`config.mk`:
```
export PLATFORM = sky130hd
export DESIGN_NAME = websocket_frame_receiver
export DESIGN_NICKNAME = d
export VERILOG_FILES = /design/src/design/wsfr_pkg.sv /design/src/design/wsfr_len_ctr.sv /design/src/design/websocket_frame_receiver.sv
export SDC_FILE = /design/constraint.sdc
export NUM_CORES = 1
export LEC_CHECK = 0
export BUFFER_PORTS_ARGS = -buffer_cell sky130_fd_sc_hd__clkbuf_2
export CAP_MARGIN = 25
export CORE_ASPECT_RATIO = 0.9
export CORE_MARGIN = 3
export CORE_UTILIZATION = 40
export CTS_BUF_LIST = sky130_fd_sc_hd__clkbuf_4 sky130_fd_sc_hd__clkbuf_8
export DETAILED_ROUTE_END_ITERATION = 8
export MAX_ROUTING_LAYER = met4
export PLACE_DENSITY = 0.59
export SYNTH_ARGS = -nofsm -noshare
export SYNTH_HDL_FRONTEND = slang
export SYNTH_SLANG_ARGS = --single-unit
```
`constraint.sdc`:
```
create_clock -name clk -period 4.2 [get_ports clk]
set_input_delay 0.21 -clock clk [delete_from_list [all_inputs] [get_ports clk]]
set_output_delay 0.21 -clock clk [all_outputs]
set_load 0.02 [all_outputs]
```
`src/design/wsfr_pkg.sv`:
```
// Shared types, codes and decode helpers for the WebSocket frame receiver.
package wsfr_pkg;

	// frame_type codes carried on the output
	localparam logic [2:0] FT_TEXT  = 3'd0;
	localparam logic [2:0] FT_BIN   = 3'd1;
	localparam logic [2:0] FT_CONT  = 3'd2;
	localparam logic [2:0] FT_PING  = 3'd3;
	localparam logic [2:0] FT_PONG  = 3'd4;
	localparam logic [2:0] FT_CLOSE = 3'd5;
	localparam logic [2:0] FT_ERR   = 3'd6;

	// opcodes (low 7 bits of the first header byte)
	localparam logic [6:0] OP_CONT  = 7'h00;
	localparam logic [6:0] OP_TEXT  = 7'h01;
	localparam logic [6:0] OP_BIN   = 7'h02;
	localparam logic [6:0] OP_CLOSE = 7'h08;
	localparam logic [6:0] OP_PING  = 7'h09;
	localparam logic [6:0] OP_PONG  = 7'h0A;

	// length byte escapes
	localparam logic [6:0] LEN_EXT16 = 7'd126;
	localparam logic [6:0] LEN_EXT64 = 7'd127;

	// close codes
	localparam logic [15:0] CLOSE_NORMAL   = 16'd1000;
	localparam logic [15:0] CLOSE_PROTOCOL = 16'd1002;

	localparam int LEN_W = 64;

	// length counter controls, already qualified by the input transfer
	typedef struct packed {
		logic load;   // load a short 7-bit length
		logic shift;  // shift in one extended-length byte
		logic dec;    // count one payload byte
	} len_ctl_t;

	function automatic logic [2:0] kind_of(input logic [6:0] op);
		logic [2:0] k;
		case (op)
			OP_CONT:  k = FT_CONT;
			OP_TEXT:  k = FT_TEXT;
			OP_BIN:   k = FT_BIN;
			OP_CLOSE: k = FT_CLOSE;
			OP_PING:  k = FT_PING;
			OP_PONG:  k = FT_PONG;
			default:  k = FT_ERR;
		endcase
		return k;
	endfunction

endpackage

```
`src/design/wsfr_len_ctr.sv`:
```
// Payload length register: short load, big-endian byte shift-in and down count.
module wsfr_len_ctr #(
	parameter int LenW = wsfr_pkg::LEN_W
) (
	input  logic               clk,
	input  logic               arst_n,
	input  wsfr_pkg::len_ctl_t ctl,
	input  logic [6:0]         load_val,
	input  logic [7:0]         rx_byte,
	output logic               is_zero,
	output logic               is_one,
	output logic               shift_zero
);

	logic [LenW-1:0] len_q;
	logic [LenW-1:0] shifted;

	assign shifted    = {len_q[LenW-9:0], rx_byte};
	assign is_zero    = (len_q == '0);
	assign is_one     = (len_q == LenW'(1));
	assign shift_zero = (shifted == '0);

	always_ff @(posedge clk or negedge arst_n) begin
		if (!arst_n) begin
			len_q <= '0;
		end else if (ctl.load) begin
			len_q <= LenW'(load_val);
		end else if (ctl.shift) begin
			len_q <= shifted;
		end else if (ctl.dec) begin
			len_q <= len_q - LenW'(1);
		end
	end

endmodule

```
`src/design/websocket_frame_receiver.sv`:
```
// Top level of the WebSocket frame receiver: header parser, unmasking and result register.
//
// Takes one received byte per transfer on the s_ side and parses WebSocket
// frames: opcode byte, length byte, optional 16- or 64-bit big-endian
// extended length and optional 4-byte mask key. Each payload byte leaves on
// the m_ side unmasked, tagged with the frame type in m_tuser; m_tlast marks
// the final result of a frame. A frame with an empty payload yields a single
// result with has_byte clear on the byte that completes its header. Close
// frames carry their close code (first two payload bytes, or 1000) on the
// last result; an unknown opcode swallows its payload and ends with one error
// result carrying 1002. After a close or an error every byte is accepted and
// dropped until reset. Header bytes produce no result. Throughput is one byte
// per clock: each byte goes through one level of header/unmask logic plus the
// 64-bit length count and compare, straight into the output register, and the
// input stays ready while that register is empty or being taken. The result
// register raises m_tvalid in the cycle after the producing input transfer.
module websocket_frame_receiver #(
	parameter int LenW = wsfr_pkg::LEN_W
) (
	input  logic        clk,
	input  logic        arst_n,
	// input stream
	input  logic        s_tvalid,
	output logic        s_tready,
	input  logic [7:0]  s_tdata,   // [7:0] rx_byte
	// result stream
	output logic        m_tvalid,
	input  logic        m_tready,
	output logic [31:0] m_tdata,   // [7:0] payload_byte, [8] has_byte,
	                               // [24:9] close_code, [31:25] zero
	output logic [2:0]  m_tuser,   // [2:0] frame_type
	output logic        m_tlast    // last
);

	typedef enum logic [2:0] {
		PH_HDR0,
		PH_HDR1,
		PH_EXT,
		PH_MASK,
		PH_DATA,
		PH_DEAD
	} phase_t;

	phase_t      phase_q, phase_nxt;
	logic [6:0]  opcode_q, opcode_nxt;
	logic        masked_q, masked_nxt;
	logic [31:0] key_q, key_nxt;
	logic [3:0]  hdr_left_q, hdr_left_nxt;
	logic [1:0]  pos_q, pos_nxt;
	logic [15:0] first_two_q, first_two_nxt;
	logic [1:0]  count_q, count_nxt;

	// output register
	logic [7:0]  out_data_q;
	logic        out_has_q;
	logic [2:0]  out_type_q;
	logic        out_last_q;
	logic [15:0] out_code_q;
	logic        out_vld_q;

	logic        accept;
	logic [7:0]  rx_byte;

	// length counter interface
	wsfr_pkg::len_ctl_t len_ctl;
	logic [6:0]  load_val;
	logic        len_zero, len_one, shift_zero;

	// result of the current transfer
	logic        res_vld;
	logic [7:0]  res_data;
	logic        res_has;
	logic [2:0]  res_type;
	logic        res_last;
	logic [15:0] res_code;

	logic        fin;
	logic        fin_has;
	logic [7:0]  fin_data;
	logic [2:0]  kind;
	logic [7:0]  key_byte;
	logic [7:0]  data;

	assign s_tready = !out_vld_q || m_tready;
	assign accept   = s_tvalid && s_tready;
	assign rx_byte  = s_tdata;
	assign kind     = wsfr_pkg::kind_of(opcode_q);

	// mask key byte for this payload position, key is big-endian
	always_comb begin
		case (pos_q)
			2'd0:    key_byte = key_q[31:24];
			2'd1:    key_byte = key_q[23:16];
			2'd2:    key_byte = key_q[15:8];
			default: key_byte = key_q[7:0];
		endcase
	end

	assign data = masked_q ? (rx_byte ^ key_byte) : rx_byte;

	always_comb begin
		phase_nxt     = phase_q;
		opcode_nxt    = opcode_q;
		masked_nxt    = masked_q;
		key_nxt       = key_q;
		hdr_left_nxt  = hdr_left_q;
		pos_nxt       = pos_q;
		first_two_nxt = first_two_q;
		count_nxt     = count_q;
		len_ctl       = '0;
		load_val      = '0;
		fin           = 1'b0;
		fin_has       = 1'b0;
		fin_data      = '0;
		res_vld       = 1'b0;
		res_data      = '0;
		res_has       = 1'b0;
		res_type      = kind;
		res_last      = 1'b0;
		res_code      = '0;

		case (phase_q)
			PH_HDR0: begin
				opcode_nxt = rx_byte[6:0];
				phase_nxt  = PH_HDR1;
			end
			PH_HDR1: begin
				masked_nxt    = rx_byte[7];
				key_nxt       = '0;
				pos_nxt       = '0;
				count_nxt     = '0;
				first_two_nxt = '0;
				len_ctl.load  = 1'b1;
				if (rx_byte[6:0] == wsfr_pkg::LEN_EXT16) begin
					hdr_left_nxt = 4'd2;
					phase_nxt    = PH_EXT;
				end else if (rx_byte[6:0] == wsfr_pkg::LEN_EXT64) begin
					hdr_left_nxt = 4'd8;
					phase_nxt    = PH_EXT;
				end else begin
					load_val = rx_byte[6:0];
					if (rx_byte[7]) begin
						hdr_left_nxt = 4'd4;
						phase_nxt    = PH_MASK;
					end else begin
						phase_nxt = PH_DATA;
						fin       = (rx_byte[6:0] == 7'd0);
					end
				end
			end
			PH_EXT: begin
				len_ctl.shift = 1'b1;
				hdr_left_nxt  = hdr_left_q - 4'd1;
				if (hdr_left_q == 4'd1) begin
					if (masked_q) begin
						hdr_left_nxt = 4'd4;
						phase_nxt    = PH_MASK;
					end else begin
						phase_nxt = PH_DATA;
						fin       = shift_zero;
					end
				end
			end
			PH_MASK: begin
				key_nxt      = {key_q[23:0], rx_byte};
				hdr_left_nxt = hdr_left_q - 4'd1;
				if (hdr_left_q == 4'd1) begin
					phase_nxt = PH_DATA;
					fin       = len_zero;
				end
			end
			PH_DATA: begin
				pos_nxt     = pos_q + 2'd1;
				len_ctl.dec = 1'b1;
				if (count_q < 2'd2) begin
					first_two_nxt = {first_two_q[7:0], data};
					count_nxt     = count_q + 2'd1;
				end
				if (len_one) begin
					fin      = 1'b1;
					fin_has  = 1'b1;
					fin_data = data;
				end else if (kind != wsfr_pkg::FT_ERR) begin
					res_vld  = 1'b1;
					res_data = data;
					res_has  = 1'b1;
				end
			end
			default: begin
				phase_nxt = PH_DEAD;
			end
		endcase

		// end of frame
		if (fin) begin
			res_vld  = 1'b1;
			res_last = 1'b1;
			if (kind == wsfr_pkg::FT_ERR) begin
				res_code  = wsfr_pkg::CLOSE_PROTOCOL;
				phase_nxt = PH_DEAD;
			end else if (kind == wsfr_pkg::FT_CLOSE) begin
				res_data  = fin_data;
				res_has   = fin_has;
				res_code  = (count_nxt >= 2'd2) ? first_two_nxt : wsfr_pkg::CLOSE_NORMAL;
				phase_nxt = PH_DEAD;
			end else begin
				res_data  = fin_data;
				res_has   = fin_has;
				phase_nxt = PH_HDR0;
			end
		end

		// counter moves only on an input transfer
		if (!accept) begin
			len_ctl = '0;
		end
	end

	wsfr_len_ctr #(
		.LenW(LenW)
	) u_len (
		.clk        (clk),
		.arst_n     (arst_n),
		.ctl        (len_ctl),
		.load_val   (load_val),
		.rx_byte    (rx_byte),
		.is_zero    (len_zero),
		.is_one     (len_one),
		.shift_zero (shift_zero)
	);

	always_ff @(posedge clk or negedge arst_n) begin
		if (!arst_n) begin
			phase_q     <= PH_HDR0;
			opcode_q    <= '0;
			masked_q    <= 1'b0;
			key_q       <= '0;
			hdr_left_q  <= '0;
			pos_q       <= '0;
			first_two_q <= '0;
			count_q     <= '0;
			out_vld_q   <= 1'b0;
			out_data_q  <= '0;
			out_has_q   <= 1'b0;
			out_type_q  <= '0;
			out_last_q  <= 1'b0;
			out_code_q  <= '0;
		end else begin
			if (accept) begin
				phase_q     <= phase_nxt;
				opcode_q    <= opcode_nxt;
				masked_q    <= masked_nxt;
				key_q       <= key_nxt;
				hdr_left_q  <= hdr_left_nxt;
				pos_q       <= pos_nxt;
				first_two_q <= first_two_nxt;
				count_q     <= count_nxt;
			end
			// result register: load on a producing transfer, else drain
			if (accept && res_vld) begin
				out_vld_q  <= 1'b1;
				out_data_q <= res_data;
				out_has_q  <= res_has;
				out_type_q <= res_type;
				out_last_q <= res_last;
				out_code_q <= res_code;
			end else if (m_tready) begin
				out_vld_q <= 1'b0;
			end
		end
	end

	assign m_tvalid = out_vld_q;
	assign m_tdata  = {7'd0, out_code_q, out_has_q, out_data_q};
	assign m_tuser  = out_type_q;
	assign m_tlast  = out_last_q;

endmodule

```
==> summary.txt, run 1 <==
Timing
  – Slew HR: 0.357
  – Final min period: 3340 ps
  – Clock skew: 22.6 ps
  – Max Clock Freq: 0.299 GHz
  – TNS Setup: 0 ps
  – Endpoints failing hold: 0
  – RSZ-0062 raised after global routing: false
  – Crit share post-route: 0.795
  – Least-Margin Pin Slew: 954 ps
  – Max-slew violations: 0
  – # setup viols final: 0
  – WHS: 68.7 ps

Placement
  – Gpl congestion: 0.829
  – DP Wirelength: 16200 um
  – Placed cell areas: 9250 sq um
  – Port Buffer Count: 42

Yosys
  – Ys async rst share: 1.00
  – Ys Warns: 0
  – Sequential area share after synthesis: 0.458
  – Post-synthesis adder-cell area fraction: 0.0142
  – Synth Area in Compound Gates: 0.252
  – Synth Area in XOR/XNOR: 0.0110
  – Netlist cell types: 68
  – Post-Syn Instances: 1007
  – Post-synth top flop: dfrtp_1
  – Mux share of post-synthesis cell area: 0.0164
  – Ranking of synthesized cells by area: dfrtp_1 (46%), o21ai_0 (7.9%), nand2_1 (6.8%), a21oi_1 (3.5%), clkbuf_1 (2.6%)
  – Area leader, netlist: dfrtp_1
  – Main combinational cell family by area after synthesis: compound AO/OA/AOI/OAI gates
  – Synthesized area per cell: 8.73 sq um
  – Post-synth EDFFs: 0
  – Post-Synth Simple-Gate Area: 0.199
  – Yosys reg bits: 161
  – Syn Std Cell Area: 8790 sq um
  – Share of the synthesized area in the top cell type: 0.458

Min path
  – HP Start: s_tdata[3]
  – Worst hold path type: input port to flip-flop

GRT
  – Number of global-route vias before repair: 7163
  – First-pass GRT wire length: 40000 um
  – Initial antenna violation count: 0
  – Largest net degree at the start of global routing: 100
  – Grt ovf: 0
  – Tot GR Track Use: 0.212

Critical path
  – Slowest Stage Delay on Critical Path: 540 ps
  – Worst setup EP type: flip-flop
  – Worst EP required: 4600 ps
  – Largest fanout on the critical path: 10
  – CP startpoint kind: flip-flop
  – Critical path class: flip-flop to flip-flop
  – Worst Path Arrival: 3740 ps
  – Setup crit start: u_len.len_q[24]$_DFFE_PN0P_
  – RR Startpoint: u_len.len_q[24]$_DFFE_PN0P_
  – CP cell instances: or4_4, or4_1, buf_4, or4_4, o31ai_4, and2b_1, buf_4, mux2i_1
  – Slowest cell on crit path: or4_4

Floorplanning
  – Num ports: 50
  – Initial Utilization: 0.415
  – Core region area: 21200 sq um
  – Num rows: 50
  – Die area: 23800 sq um
  – Die height: 147 um
  – Die X: 162 um

Drt
  – Initial DRC Count: 809
  – Vias post-DR: 7752
  – Routed vias/inst: 5.87
  – DR WL/cell: 18.6 um
  – 1st-pass router iterations: 5
  – Drt drc: 0
  – Drt total wl: 24600 um
  – Routed Antenna Nets: 0

Layout
  – Design area: 9730 sq um
  – Share of cells above drive strength 1: 0.122
  – Layout area overhead: 10.7%
  – Final nets: 1045
  – Commonest non-fill, non-tap cells in the layout: dfrtp_1 (161), nand2_1 (159), o21ai_0 (139), a21oi_1 (61), nor2_1 (56)
  – Most common cell after layout, fill and taps aside: dfrtp_1
  – Multi-input gate area: 4380 sq um
  – FILL cells: 2074
  – FF+latch area: 4030 sq um
  – Antenna cells: 0

CTS
  – Post-CTS Setup Bufs: 0
  – Longest Clk Path Bufs: 2
  – H-tree depth: 4
  – TritonCTS buffer count: 17
  – Clk pin slew, worst setup/hold paths: 110 ps
  – Clock sinks: 161
  – Root buffer cell: clkbuf_8
  – Clk_lat worst skew: 480 ps
  – CTS tree: built

Status
  – Status: complete, no violations

Job
  – Max-cap viol count: 0

Power and ir drop
  – PD cells: 597 nW/um^2
  – P_leak: 4.12 nW
  – Worst ir drop on vdd: 0.212 mV
## registers in the layout (all words and copies together), names as in the netlist, named ones only
name	flops
u_len.len_q	64
first_two_q	16
out_code_q	16
m_tuser	3
phase_q	3
masked_q	1
out_has_q	1
m_tvalid	1
pos_q	2
out_data_q	8
m_tlast	1
count_q	1
hdr_left_q	4
opcode_q	7
key_q	32
## power by group
part | leakage, nW | switching [mW] | total, mW | internal [mW]
registers | 2.14 | 0.381 | 2.24 | 1.86
clock network | 0.226 | 0.654 | 1.32 | 0.666
logic | 1.76 | 1.45 | 2.25 | 0.800
## final timing paths
path / endpoint / slack [ps] / cells past startpoint
min reg2reg: key_q[24]$_DFFE_PN0P_ / 490 / 2
max in group asynchronous: u_len.len_q[8]$_DFFE_PN0P_ / 2730 / 3
max: m_tuser[0]$_DFFE_PN0P_ / 860 / 8
max reg2reg: m_tuser[0]$_DFFE_PN0P_ / 860 / 8
min: key_q[3]$_DFFE_PN0P_ / 70 / 3
min in group asynchronous: out_code_q[12]$_DFFE_PN0P_ / 400 / 2
## cell type report
class | count | share of cell area
Timing Repair Buffer | 69 | 0.0445
Multi-Input combinational cell | 752 | 0.450
Inverter | 22 | 0.00849
Tap cell | 286 | 0.0368
Clock buffer | 17 | 0.0240
Sequential cell | 161 | 0.414
Clock inverter | 14 | 0.0219
## cell families after synthesis
group           Yosys count
compound gates          343
xor+xnor                 11
other cells               1
simple gates            368
mux                      13
buf+inv                 100
fa+ha+maj                10
flops                   161
## layer usage
| layer | vias up | routed length, um | track usage |
|---|---|---|---|
| li1 | 3727 | - | - |
| met5 | - | 0 | - |
| met3 | 20 | 1190 | 0.0318 |
| met1 | 3789 | 12700 | 0.325 |
| met4 | 0 | 238 | 0.0456 |
| met2 | 216 | 10500 | 0.296 |
## critical path: cells and delay by family, from the launching register on
kind / cells / cell delay [ps]
AOI/OAI and AO/OA: 1 / 270
buffers and inverters: 2 / 430
DFF: 1 / 460
muxes: 1 / 190
and+or+nand+nor: 4 / 1920
## through the flow
step / setup WS, ps / util / instances / power, mW
after CTS: 864 / 0.458 / 1319 / 5.79
after floorplan: 1230 / - / 1013 / 3.74
after global routing: 725 / 0.459 / 1321 / 6.20
after detailed placement: 883 / 0.436 / 1287 / 4.47
after global placement: 929 / 0.436 / 1286 / 4.43
final: 860 / 0.459 / 1321 / 5.81
## cells in the mapped netlist, types with 10 or more instances
master and number:
nor3_1 37, a22oi_1 11, o211ai_1 10, inv_1 21, nand3_1 13, nor2_1 57, ha_1 10, nand2_1 160
dfrtp_1 161, clkbuf_1 62, nor4_1 29, a31oi_1 14, a221o_1 16, o21ai_0 139, a22o_1 18, a21oi_1 61
a32o_1 15
## repair_timing
action | in CTS | in global routing
hold buffers | 1 | 0
setup endpoints to repair | 0 | 0
resized for setup | 0 | 0
endpoints found under the hold margin | 97 | 0
(Power assumes the default switching activity.)
==> run 2, diff against run 1 <==
- ABC_AREA: not set -> 1
- clock period: 4.2 -> 3.41 ns (I/O delays scaled with it)
==> run 2 against run 1 <==
  * Hold slack gained 39 ps
  * First-iteration DRC count increased by 8.8%
  * Synthesized cell count grew 40%
  * Via count grew 21%
  * Sequential power is 38% higher
  * Clock skew is 2.3 ps lower
  * Die area up 13%
  * Register-to-register slack lost 90 ps
  * Design area grew 11%
==> summary.txt, run 2 <==
Status
  – Status: complete, no violations

Layout
  – Largest Register: u_len.len_q
  – Antenna cells: 0 (unchanged)
  – Most common cell after layout, fill and taps aside: nand2_1
  – Biggest regs: u_len.len_q: 64 flops, key_q: 32 flops
  – Commonest non-fill, non-tap cells in the layout: nand2_1 (362), nor2_1 (169), dfrtp_1 (161), inv_1 (153), o21ai_0 (97)
  – Final nets: 1447 (+38%)
  – Fin util: 0.444 (-0.0151)
  – Layout area overhead: 8.26%
  – Max reg flops: 64 (unchanged)
  – FILL cells: 2555 (+23%)
  – Share of cells above drive strength 1: 0.0876 (-0.0341)

Timing
  – Least-Margin Pin Slew: 981 ps (+26.6 ps)
  – TNS Setup: 0 ps (unchanged)
  – # setup viols final: 0 (unchanged)
  – Max-slew violations: 0 (unchanged)
  – RSZ-0062 raised after global routing: false
  – Endpoints failing hold: 0 (unchanged)
  – Slew HR: 0.345 (-0.0126)
  – Final min period: 2640 ps (-700 ps)
  – Crit share post-route: 0.774 (-0.0210)
  – Clock skew: 20.3 ps (-2.30 ps)
  – Max Clock Freq: 0.379 GHz (+27%)
  – Final WS setup: 770 ps (-90.3 ps)

Floorplanning
  – Core region area: 24400 sq um (+15%)
  – Die height: 156 um (+6.4%)
  – Die X: 173 um (+6.4%)
  – Initial Utilization: 0.410 (-0.00470)
  – Num ports: 50 (unchanged)
  – Die area: 26900 sq um (+13%)
  – Num rows: 54 (+8.0%)

Drt
  – 1st-pass router iterations: 5 (unchanged)
  – Routed vias/inst: 5.29 (-9.9%)
  – Routed Antenna Nets: 0 (unchanged)
  – Drt total wl: 28700 um (+17%)
  – DR WL/cell: 16.2 um (-13%)
  – Vias post-DR: 9384 (+21%)
  – Drt drc: 0 (unchanged)
  – Initial DRC Count: 880 (+8.8%)

Critical path
  – CP startpoint kind: flip-flop
  – Worst setup EP type: flip-flop
  – Critical path class: flip-flop to flip-flop
  – Worst Path Arrival: 3010 ps (-730 ps)
  – Worst EP required: 3780 ps (-820 ps)
  – Largest fanout on the critical path: 30 (+20)

CTS
  – Post-CTS Setup Bufs: 0 (unchanged)
  – Longest Clk Path Bufs: 2 (unchanged)
  – H-tree depth: 4 (unchanged)
  – Clock sinks: 161 (unchanged)
  – Root buffer cell: clkbuf_8
  – CTS tree: built
  – PostCTS Resize Cnt: 0 (unchanged)
  – TritonCTS buffer count: 17 (unchanged)
  – Clk pin slew, worst setup/hold paths: 100 ps (about the same)
  – Clk_lat worst skew: 480 ps (about the same)

GRT
  – GRT Max-Usage Layer: met2
  – First-pass GRT wire length: 47000 um (+17%)
  – Initial antenna violation count: 0 (unchanged)
  – Tot GR Track Use: 0.221 (+0.00917)
  – Number of global-route vias before repair: 8660 (+21%)
  – M3 GR Usage: 0.0341 (+0.00229)
  – Met2 GRT Util: 0.328 (+0.0318)
  – Met1 usage: 0.322 (-0.00248)
  – Grt ovf: 0 (unchanged)
  – Largest net degree at the start of global routing: 88 (-12%)

Yosys
  – Yosys reg bits: 161 (unchanged)
  – Ys Warns: 0 (unchanged)
  – Synthesized area per cell: 7.11 sq um (-19%)
  – Syn Std Cell Area: 10000 sq um (+14%)
  – Share of the synthesized area in the top cell type: 0.403 (-0.0552)
  – Post-Syn Instances: 1407 (+40%)
  – Ranking of synthesized cells by area: dfrtp_1 (40%), nand2_1 (14%), nor2_1 (6.3%), inv_1 (5.7%), o21ai_0 (4.9%)
  – Sequential area share after synthesis: 0.403 (-0.0552)
  – Netlist cell types: 41 (-40%)
  – Synth cell count leaders: nand2_1 (363), nor2_1 (169), dfrtp_1 (161)
  – Ys async rst share: 1.00 (unchanged)
  – Area leader, netlist: dfrtp_1
  – Post-synth top flop: dfrtp_1
  – Post-synth EDFFs: 0 (unchanged)
  – Most common cell in the netlist: nand2_1

Placement
  – DP Wirelength: 20100 um (+24%)
  – Port Buffer Count: 42 (unchanged)
  – DP Worst Slack: 767 ps (-115 ps)
  – Gpl congestion: 0.888 (+7.1%)

Power and ir drop
  – Worst ir drop on vdd: 0.448 mV (+110%)
  – PD cells: 1010 nW/um^2 (+70%)
  – P_leak: 5.53 nW (+34%)

Min path
  – Worst hold path type: input port to flip-flop

Job
  – Max-cap viol count: 0 (unchanged)
-- run 2: cell count changes in the layout (fill, tap and decap cells not counted), sizes merged, moves of 26 or more --
cell and change:
nor2 +127, nand2 +209, nand4 +26, o211ai +26, inv +141, o22ai +43, nand3 +80, nor4 -30
-- run 2: per-stage QoR --
stage	hold slack, ps	cell area [sq um]	cells	power, mW
5_1_grt	70.6	10800	1774	12.0
3_5_place_dp	308	10400	1740	9.49
6_report	108	10800	1774	11.0
2_1_floorplan	-125	10000	1413	7.86
3_3_place_gp	312	10400	1740	9.42
4_1_cts	85.6	10800	1774	11.0
-- run 2: layout make-up --
cell class	count	area (sq um)	share of cell area
clock buffers	17	234	0.0216
clock inverters	15	159	0.0147
inverters	163	612	0.0565
multi-input cells	1025	5010	0.463
flip-flops and latches	161	4030	0.372
well taps	336	420	0.0388
repair buffers	57	359	0.0332
-- run 2: cell families (layout without fill, tap and decap cells) --
kind of cell | Yosys count | after routing | synth area share
AO/OA/AOI/OAI | 275 | 275 | 0.157
XOR/XNOR | 31 | 31 | 0.0272
adder cells (fa/ha/maj) | 10 | 10 | 0.0125
buffers and inverters | 227 | 252 | 0.0984
flip-flops | 161 | 161 | 0.403
other | 1 | 7 | 0.000375
AND/OR/NAND/NOR | 702 | 702 | 0.302
-- run 2: repair_timing --
action / CTS / global route
hold buffers: 2 / 0
setup endpoints to repair: 0 / 0
endpoints found under the hold margin: 85 / 0
-- run 2: worst paths after layout --
check / from / to / slack (ps) / cells past startpoint
worst max-delay path: phase_q[1]$_DFFE_PN0P_ / out_code_q[10]$_DFFE_PN0P_ / 770 / 8
worst min-delay path: s_tdata[5] / u_len.len_q[5]$_DFFE_PN0P_ / 110 / 3
worst max register to register: phase_q[1]$_DFFE_PN0P_ / out_code_q[10]$_DFFE_PN0P_ / 770 / 8
worst min register to register: out_code_q[3]$_DFFE_PN0P_ / out_code_q[3]$_DFFE_PN0P_ / 480 / 2
max in group asynchronous: arst_n / u_len.len_q[46]$_DFFE_PN0P_ / 2120 / 3
min in group asynchronous: arst_n / out_code_q[10]$_DFFE_PN0P_ / 320 / 2
-- run 2: report_power, final --
part	total, mW	internal [mW]	switching, mW
sequential	3.09	2.49	0.604
clock	1.45	0.553	0.893
combinational	6.43	1.96	4.47
-- run 2: metal layers --
layer,share of wire,up-vias
li1,-,4647
met1,0.50,4461
met2,0.43,251
met3,0.055,25
met4,0.012,0
met5,0,-
-- run 2: critical path, cell delays in order (launching register included) --
cell	delay (ps)
dfrtp_1	540
nor3_4	580
inv_2	280
nor2_1	190
nor2_2	90
nand3_2	220
nand2_2	390
nand2_1	180
nand2_1	60
==> run 3, diff against run 2 <==
- ABC_AREA: 1 -> 0
- PLACE_DENSITY: 0.59 -> 0.61
- clock period: 3.41 -> 2.2 ns (I/O delays scaled with it)
==> run 3 against run 2 <==
  * The run now ends with setup timing left
  * Hold slack worse by 70 ps
  * Clock skew up 2.8 ps
  * Via count down 6.6%
  * Global-route usage rose by 2.4 points
  * Power is 18% higher
  * Clock-buffer cell count unchanged
  * First-iteration DRC count rose by 20%
  * Critical path depth is 1 lower
  * Clock power up 57%
  * Critical endpoint is now m_tuser[1]$_DFFE_PN0P_
  * Highest routed layer unchanged
==> summary.txt, run 3 (synthesis results as in run 1) <==
Critical path
  – Worst Path Arrival: 3190 ps (+180 ps)
  – Most used cell, CP: or4_4
  – Critical path class: flip-flop to flip-flop
  – Worst r2r path cells: 7 (-1)
  – Worst EP required: 2570 ps (-1210 ps)
  – CP cell instances: or4_4, or4_4, or4_4, o31ai_4, and2b_1, buf_12, mux2_4
  – CP startpoint kind: flip-flop
  – Worst setup EP type: flip-flop
  – Slowest cell on crit path: or4_4
  – Largest fanout on the critical path: 8 (-73%)
  – Slowest Stage Delay on Critical Path: 550 ps (-30 ps)

Placement
  – DP Wirelength: 19200 um (-4.7%)
  – Placed cell areas: 10800 sq um (+4.1%)
  – Port Buffer Count: 42 (unchanged)
  – Gpl congestion: 0.898 (+1.1%)

Layout
  – Commonest non-fill, non-tap cells in the layout: buf_4 (209), dfrtp_1 (161), nand2_1 (158), o21ai_0 (117), a21oi_1 (59)
  – FF+latch area: 4030 sq um (unchanged)
  – Largest Register: u_len.len_q
  – Most common cell after layout, fill and taps aside: buf_4
  – Design area: 11800 sq um (+8.6%)
  – Biggest regs: u_len.len_q: 64 flops, key_q: 32 flops
  – Max reg flops: 64 (unchanged)
  – FILL cells: 1916 (-25%)
  – Final nets: 1247 (-14%)
  – Share of cells above drive strength 1: 0.313 (+0.226)
  – Layout area overhead: 33.7%
  – Antenna cells: 0 (unchanged)
  – Multi-input gate area: 4760 sq um (-5.0%)

GRT
  – Tot GR Track Use: 0.245 (+0.0236)
  – First-pass GRT wire length: 45800 um (-2.6%)
  – Grt ovf: 0 (unchanged)
  – Number of global-route vias before repair: 8380 (-3.2%)
  – Largest net degree at the start of global routing: 80 (-9.1%)
  – Initial antenna violation count: 0 (unchanged)

Power and ir drop
  – Pwr Total: 12.9 mW (+18%)
  – Sw frac: 0.433 (-0.111)
  – Combinational power share: 0.513 (-0.073)
  – Int Pwr: 7.34 mW (+47%)
  – NetSw: 5.60 mW (-6.2%)
  – PD cells: 1100 nW/um^2 (+8.6%)
  – Worst ir drop on vdd: 0.560 mV (+25%)
  – P_leak: 5.24 nW (-5.2%)
  – Share of power burned in the clock network: 0.175 (+0.043)
  – Seq pwr share: 0.311 (+0.029)

Drt
  – Drt total wl: 28500 um (-0.49%)
  – Routed vias/inst: 5.75 (+8.8%)
  – DR WL/cell: 18.7 um (+16%)
  – 1st-pass router iterations: 7 (+2)
  – Vias post-DR: 8769 (-6.6%)
  – Routed Antenna Nets: 0 (unchanged)
  – Drt drc: 0 (unchanged)
  – Initial DRC Count: 1054 (+20%)

Floorplanning
  – Die X: 162 um (-6.0%)
  – Num rows: 50 (-7.4%)
  – Core region area: 21200 sq um (-13%)
  – Die area: 23800 sq um (-12%)
  – Initial Utilization: 0.415 (+0.00470)
  – Num ports: 50 (unchanged)
  – Die height: 147 um (-6.0%)

Min path
  – Worst hold path type: input port to flip-flop
  – Hold path cells: 4 (+1)

Status
  – Status: finished with violations
  – Failing checks: setup timing

Timing
  – RSZ-0062 raised after global routing: true
  – Final WS setup: -627 ps (-1400 ps)
  – Slew HR: 0.600 (+0.255)
  – Crit share post-route: 1.28 (+0.511)
  – Endpoints failing hold: 0 (unchanged)
  – Clock skew: 23.1 ps (+2.81 ps)
  – # setup viols final: 65 (+65)
  – Max-slew violations: 0 (unchanged)
  – Final min period: 2830 ps (+187 ps)
  – Least-Margin Pin Slew: 596 ps (-384 ps)
  – TNS Setup: -27880 ps (-27880 ps)
  – Max Clock Freq: 0.354 GHz (-6.6%)

CTS
  – TritonCTS buffer count: 17 (unchanged)
  – Root buffer cell: clkbuf_8
  – H-tree depth: 4 (unchanged)
  – Clock sinks: 161 (unchanged)
  – Clk_lat worst skew: 480 ps (about the same)
  – Longest Clk Path Bufs: 2 (unchanged)
  – Clk pin slew, worst setup/hold paths: 100 ps (about the same)
  – CTS tree: built

Job
  – Max-cap viol count: 0 (unchanged)
## run 3: critical path, delay by kind of cell, from the launching register on
kind / cells / cell delay [ps]
and+or+nand+nor: 4 / 1690
DFF: 1 / 410
muxes: 1 / 290
AOI/OAI and AO/OA: 1 / 190
buffers and inverters: 1 / 140
## run 3: through the flow
stage                     hold WS [ps]   util  setup WS (ps)  cells
after CTS                         11.2  0.542           -576   1512
final                             38.6  0.554           -627   1524
after floorplan                   -186      -           -604   1013
after global routing              25.2  0.554           -693   1524
after detailed placement          89.8  0.511           -616   1470
after global placement            87.9  0.511           -586   1470
## run 3: final cells by class
cell class | count | area share
multi-input cells | 752 | 0.405
clock inverters | 15 | 0.0157
inverters | 22 | 0.00702
repair buffers | 271 | 0.179
well taps | 286 | 0.0304
flip-flops and latches | 161 | 0.343
clock buffers | 17 | 0.0199
## run 3: worst paths after layout
path / from / slack, ps / end
worst max-delay path: u_len.len_q[27]$_DFFE_PN0P_ / -630 / m_tuser[1]$_DFFE_PN0P_
worst min-delay path: s_tdata[1] / 40 / key_q[1]$_DFFE_PN0P_
worst max register to register: u_len.len_q[27]$_DFFE_PN0P_ / -630 / m_tuser[1]$_DFFE_PN0P_
worst min register to register: m_tlast$_DFFE_PN0P_ / 490 / m_tlast$_DFFE_PN0P_
max in group asynchronous: arst_n / 1320 / u_len.len_q[28]$_DFFE_PN0P_
min in group asynchronous: arst_n / 130 / key_q[22]$_DFFE_PN0P_
## run 3: what timing repair did
action / CTS / global route
buffers inserted: 10 / 11
endpoints found under the hold margin: 54 / 0
pin swaps: 3 / 10
gates cloned: 0 / 2
resized for setup: 42 / 48
hold buffers: 2 / 0
setup endpoints to repair: 69 / 92
## run 3: power groups by stage
| stage | clock (mW) | sequential (mW) | combinational [mW] |
|---|---|---|---|
| 2_1_floorplan | 0 | 4.14 | 3.18 |
| 3_3_place_gp | 0 | 4.04 | 6.00 |
| 3_5_place_dp | 0 | 4.05 | 6.07 |
| 4_1_cts | 2.32 | 4.00 | 6.32 |
| 5_1_grt | 2.46 | 4.12 | 7.22 |
| 6_report | 2.27 | 4.03 | 6.64 |
## run 3: routing by layer
metal  GRT usage  share of wire
met4      0.0461          0.010
met1       0.363           0.48
met2       0.358           0.45
met5           -              0
met3      0.0374          0.062
